==> src/hw/rtl/fltc_pkg.sv <==
// Shared types and constants for the flow tuple counter.
`timescale 1ns / 1ps
package fltc_pkg;
  localparam int FLOW_ENTRIES = 1024;
  localparam int IDX_W        = $clog2(FLOW_ENTRIES);
  localparam int USED_W       = IDX_W + 1;

  localparam logic [13:0] POS_MAX   = 14'd16383;
  localparam logic [14:0] COUNT_MAX = 15'd32767;

  localparam logic [2:0] ST_NEW     = 3'd0;
  localparam logic [2:0] ST_COUNTED = 3'd1;
  localparam logic [2:0] ST_BAD_LEN = 3'd2;
  localparam logic [2:0] ST_NOT_IP  = 3'd3;
  localparam logic [2:0] ST_NOT_L4  = 3'd4;
  localparam logic [2:0] ST_TRUNC   = 3'd5;
  localparam logic [2:0] ST_FULL    = 3'd6;

  localparam logic [1:0] REG_COUNT_LIMIT = 2'd0;
  localparam logic [1:0] REG_MIN_LEN     = 2'd1;
  localparam logic [1:0] REG_MAX_LEN     = 2'd2;

  localparam logic [15:0] ETYPE_IPV4 = 16'h0800;
  localparam logic [7:0]  PROTO_TCP  = 8'd6;
  localparam logic [7:0]  PROTO_UDP  = 8'd17;

  typedef struct packed {
    logic        valid;
    logic [2:0]  status;
    logic [63:0] addr;
    logic [7:0]  proto;
    logic [15:0] port;
  } fltc_req_t;

  typedef struct packed {
    logic [63:0] addr;
    logic [7:0]  proto;
    logic [15:0] port;
    logic [14:0] count;
  } fltc_entry_t;
endpackage

==> src/hw/rtl/fltc_parser.sv <==
// Byte-wise header capture and frame pre-checks.
`timescale 1ns / 1ps
module fltc_parser import fltc_pkg::*; (
  input  logic        clk,
  input  logic        rst_n,
  input  logic        accept,
  input  logic [7:0]  frame_byte,
  input  logic        end_of_frame,
  input  logic [13:0] min_len,
  input  logic [13:0] max_len,
  output fltc_req_t   req
);
  logic [13:0] pos_r, pos_nxt;
  logic [15:0] et_r, et_nxt;
  logic [3:0]  ihl_r, ihl_nxt;
  logic [7:0]  proto_r, proto_nxt;
  logic [15:0] port_r, port_nxt;
  logic [63:0] addr_r, addr_nxt;
  logic [13:0] port_at;
  logic [14:0] len;
  logic [2:0]  status;

  always_comb begin
    port_at   = 14'd16 + {8'd0, ihl_r, 2'b00};
    et_nxt    = et_r;
    ihl_nxt   = ihl_r;
    proto_nxt = proto_r;
    port_nxt  = port_r;
    addr_nxt  = addr_r;
    if (pos_r == 14'd12 || pos_r == 14'd13) et_nxt = {et_r[7:0], frame_byte};
    if (pos_r == 14'd14) ihl_nxt = frame_byte[3:0];
    if (pos_r == 14'd23) proto_nxt = frame_byte;
    if (pos_r >= 14'd26 && pos_r <= 14'd33) addr_nxt = {addr_r[55:0], frame_byte};
    if (pos_r == port_at) port_nxt[15:8] = frame_byte;
    if (pos_r == port_at + 14'd1) port_nxt[7:0] = frame_byte;
    pos_nxt = (pos_r < POS_MAX) ? pos_r + 14'd1 : pos_r;
  end

  always_comb begin
    len = {1'b0, pos_r} + 15'd1;
    if (len < {1'b0, min_len} || len > {1'b0, max_len}) status = ST_BAD_LEN;
    else if (len < 15'd14) status = ST_TRUNC;
    else if (et_nxt != ETYPE_IPV4) status = ST_NOT_IP;
    else if (len < 15'd24) status = ST_TRUNC;
    else if (proto_nxt != PROTO_TCP && proto_nxt != PROTO_UDP) status = ST_NOT_L4;
    else if (len < 15'd34 || len < 15'd18 + {9'd0, ihl_nxt, 2'b00}) status = ST_TRUNC;
    else status = ST_NEW;  // goes to the table lookup
    req.valid  = accept && end_of_frame;
    req.status = status;
    req.addr   = addr_nxt;
    req.proto  = proto_nxt;
    req.port   = port_nxt;
  end

  always_ff @(posedge clk) begin
    if (!rst_n || (accept && end_of_frame)) begin
      pos_r   <= '0;
      et_r    <= '0;
      ihl_r   <= '0;
      proto_r <= '0;
      port_r  <= '0;
      addr_r  <= '0;
    end else if (accept) begin
      pos_r   <= pos_nxt;
      et_r    <= et_nxt;
      ihl_r   <= ihl_nxt;
      proto_r <= proto_nxt;
      port_r  <= port_nxt;
      addr_r  <= addr_nxt;
    end
  end
endmodule

==> config.mk <==
export PLATFORM = sky130hd
export DESIGN_NAME = fltc_parser
export DESIGN_NICKNAME = d
export VERILOG_FILES = /design/src/hw/rtl/fltc_pkg.sv /design/src/hw/rtl/fltc_parser.sv
export SDC_FILE = /design/constraint.sdc
export NUM_CORES = 1
export LEC_CHECK = 0
export BUFFER_PORTS_ARGS = -buffer_cell sky130_fd_sc_hd__buf_2
export CAP_MARGIN = 30
export CORE_MARGIN = 2
export CORE_UTILIZATION = 30
export CTS_CLUSTER_DIAMETER = 120
export DETAILED_ROUTE_END_ITERATION = 8
export HOLD_SLACK_MARGIN = 0.15
export MAX_ROUTING_LAYER = met4
export PLACE_DENSITY_LB_ADDON = 0.25
export SLEW_MARGIN = 30
export SYNTH_ARGS = -nofsm -noshare
export SYNTH_HDL_FRONTEND = slang
export SYNTH_SLANG_ARGS = --single-unit
==> constraint.sdc <==
create_clock -name clk -period 6.8 [get_ports clk]
set_clock_uncertainty 0.15 [all_clocks]
set_input_delay 1.36 -clock clk [delete_from_list [all_inputs] [get_ports clk]]
set_output_delay 1.36 -clock clk [all_outputs]
set_load 0.03 [all_outputs]
==> impl_metrics.env <==
export IMPL_yosys_warnings=0
export IMPL_cp_end_kind="primary output"
export IMPL_cts_buffers_inserted=17
export IMPL_holdCritPathClass="register to register"
export IMPL_syn_avg_cell_area_sq_um=9.07
export IMPL_worstSkewPairLatency_ns=0.42
export IMPL_antenna_found_initial=0
export IMPL_final_max_slew_viol_count=0
export IMPL_area_delta_synth_final_pct=21.7
export IMPL_leakage_nw=4.13
export IMPL_tightest_slew_ns=0.878
export IMPL_p_clk_frac=0.532
export IMPL_drt_iter0_markers=250
export IMPL_yosysTopAreaCell="dfxtp_1"
export IMPL_syn_inst=773
export IMPL_yosysTopAreaCellShare=0.348
export IMPL_maxCapViolations=0
export IMPL_power_switching_mw=0.413
export IMPL_pin_count=132
export IMPL_ir_drop_mv=0.168
export IMPL_synth_mux_area_frac=0.269
export IMPL_grt_first_pass_wirelength_microns=29200
export IMPL_synthAdderAreaFrac=0.0678
export IMPL_overflow=0
export IMPL_vias_per_cell=4.72
export IMPL_diodes=0
export IMPL_status="finished, final reports clean"
export IMPL_synth_edf_count=0
export IMPL_p_sw_frac=0.230
export IMPL_clkTransAtPathRegs_ns=0.06
export IMPL_min_period_over_period=0.895
export IMPL_grt_max_degree=73
export IMPL_n_fill_cell=2364
export IMPL_num_vias=5693
export IMPL_synth_xor_area_frac=0.0287
export IMPL_synth_compound_area_frac=0.0691
export IMPL_synthTopCellsByArea="dfxtp_1 35%, mux2_2 13%, mux2i_1 12%"
export IMPL_coreArea_sq_um=22800
export IMPL_worstPathArrival_ns=4.57
export IMPL_cp_start_kind="register"
export IMPL_rows=55
export IMPL_grt_pass1_vias=5519
export IMPL_place_gp_congestion=0.760
export IMPL_cts_buffer_depth=2
export IMPL_io_buffers=131
export IMPL_grt_usage=0.155
export IMPL_final_cell_area_sq_um=8530
export IMPL_ys_ff_latch=122
export IMPL_synth_cell_types=52
export IMPL_p_int_mw=1.38
export IMPL_crit_required_ns=5.29
export IMPL_synthSimpleGateAreaFrac=0.172
export IMPL_synthArstFlopShare=0
export IMPL_initial_core_util=0.308
export IMPL_post_cts_buffers=0
export IMPL_dieHeight_microns=157
export IMPL_synth_most_common_cell="dfxtp_1"
export IMPL_critical_path_class="register to primary output"
export IMPL_first_pass_iters=4
export IMPL_synth_top_family_by_area="multiplexers"
export IMPL_drc=0
export IMPL_synth_seq_area_share=0.348
export IMPL_layout_drive_gt1_share=0.295
export IMPL_relSlewSlack=0.415
export IMPL_synth_nets=851
export IMPL_place_detailed_hpwl_microns=12900
export IMPL_instances_no_fill=1206
export IMPL_fin_crit_ns=6.08
export IMPL_clkSinkCount=122
export IMPL_cts_resized=0
export IMPL_synth_commonest_cells="122 x dfxtp_1, 104 x nor2_1, 87 x mux2i_1"
export IMPL_layout_nets=958
export IMPL_synth_area_sq_um=7010
export IMPL_hold_violations=0
export IMPL_crit_fanout=10
export IMPL_place_inst=1174
export IMPL_wl_microns=18400
export IMPL_max_freq_mhz=164
export IMPL_die_area_sq_um=24600
export IMPL_cts_tree="done"
export IMPL_rsz0062_at_grt="no"
export IMPL_cts_root_buffer="clkbuf_16"
export IMPL_placed_area_sq_um=7910
export IMPL_power_density_nw_per_um2=210
export IMPL_ant_nets=0
export IMPL_htreeDepth=4
export IMPL_pwr_share_comb=0.066
export IMPL_wl_per_cell_microns=15.2
export IMPL_p_seq_frac=0.402
export IMPL_finalSetupViolations=0
export IMPL_cts_hold_buf=0
export IMPL_tns_ns=0
export IMPL_synthFlopType="dfxtp_1"
export IMPL_die_w_microns=157
## per-stage QoR
stage | power, mW | hold slack (ns) | util | setup WS, ns
finish | 1.79 | 0.301 | 0.374 | 0.716
global placement | 0.855 | 0.291 | 0.347 | 1.22
CTS | 1.82 | 0.301 | 0.374 | 0.698
detailed placement | 0.855 | 0.293 | 0.347 | 1.17
global route | 1.86 | 0.329 | 0.374 | 0.442
floorplan | 0.818 | 0.277 | - | 1.17
## critical path: stages (launching register included)
cell and delay (ns):
dfxtp_1 0.41, or4_4 0.60, nor4_2 0.60, mux2i_1 0.46, inv_1 0.08, ha_1 0.18
inv_1 0.05, ha_1 0.24, a21o_1 0.20, a211oi_1 0.30, a21oi_1 0.08, o211ai_1 0.23
a21boi_0 0.13, nor4bb_1 0.31, buf_2 0.26
## area by class of cell
class	instances	area, sq um	area share
clock inverters	12	173	0.0202
well taps	313	392	0.0459
flip-flops and latches	122	2440	0.286
multi-input cells	570	4260	0.499
inverters	34	128	0.0150
repair buffers	135	688	0.0807
clock buffers	20	447	0.0524
## sequential cells by signal, indices dropped and copies added, names as in the netlist
register / cells
addr_r: 64
et_r: 16
port_r: 16
pos_r: 14
proto_r: 8
ihl_r: 4
## power groups by stage
stage,Combinational (mW),Clock [mW],Sequential (mW)
6_report,0.118,0.955,0.721
5_1_grt,0.130,1.01,0.721
4_1_cts,0.119,0.981,0.721
3_5_place_dp,0.119,0,0.736
3_3_place_gp,0.119,0,0.736
2_1_floorplan,0.0821,0,0.736
## metal layers
metal | up-vias | routed length, microns | GRT usage | part of all wire
li1 | 2910 | - | - | -
met1 | 2640 | 8850 | 0.199 | 0.48
met2 | 130 | 8250 | 0.239 | 0.45
met3 | 13 | 1080 | 0.0385 | 0.059
met4 | 0 | 212 | 0.0450 | 0.012
met5 | - | 0 | - | 0
## cell families (layout without fill, tap and decap cells)
group / after synthesis / in the layout
xor gates and xnor gates: 23 / 23
DFF: 122 / 122
muxes: 177 / 177
AOI/OAI and AO/OA: 83 / 83
and+or+nand+nor: 249 / 249
adders and majority gates: 38 / 38
buffers and inverters: 81 / 201
## final timing paths
kind / from / endpoint / slack [ns] / depth (start not counted)
hold reg to reg: et_r[13] / et_r[13] / 0.30 / 2
setup / recovery: pos_r[7] / req[90] / 0.72 / 14
setup reg to reg: pos_r[7] / port_r[6] / 3.82 / 6
hold / removal: et_r[13] / et_r[13] / 0.30 / 2
## layout by cell type, fill, tap and decap left out, types with 17 or more instances in the layout
master and instances:
clkbuf_16 17, ha_1 38, mux2_2 84, inv_1 34, buf_2 130, dfxtp_1 122, mux2i_1 87, nor2_1 104
nand3_1 19, nand2_1 65, a21oi_1 42
(Power assumes the default switching activity.)
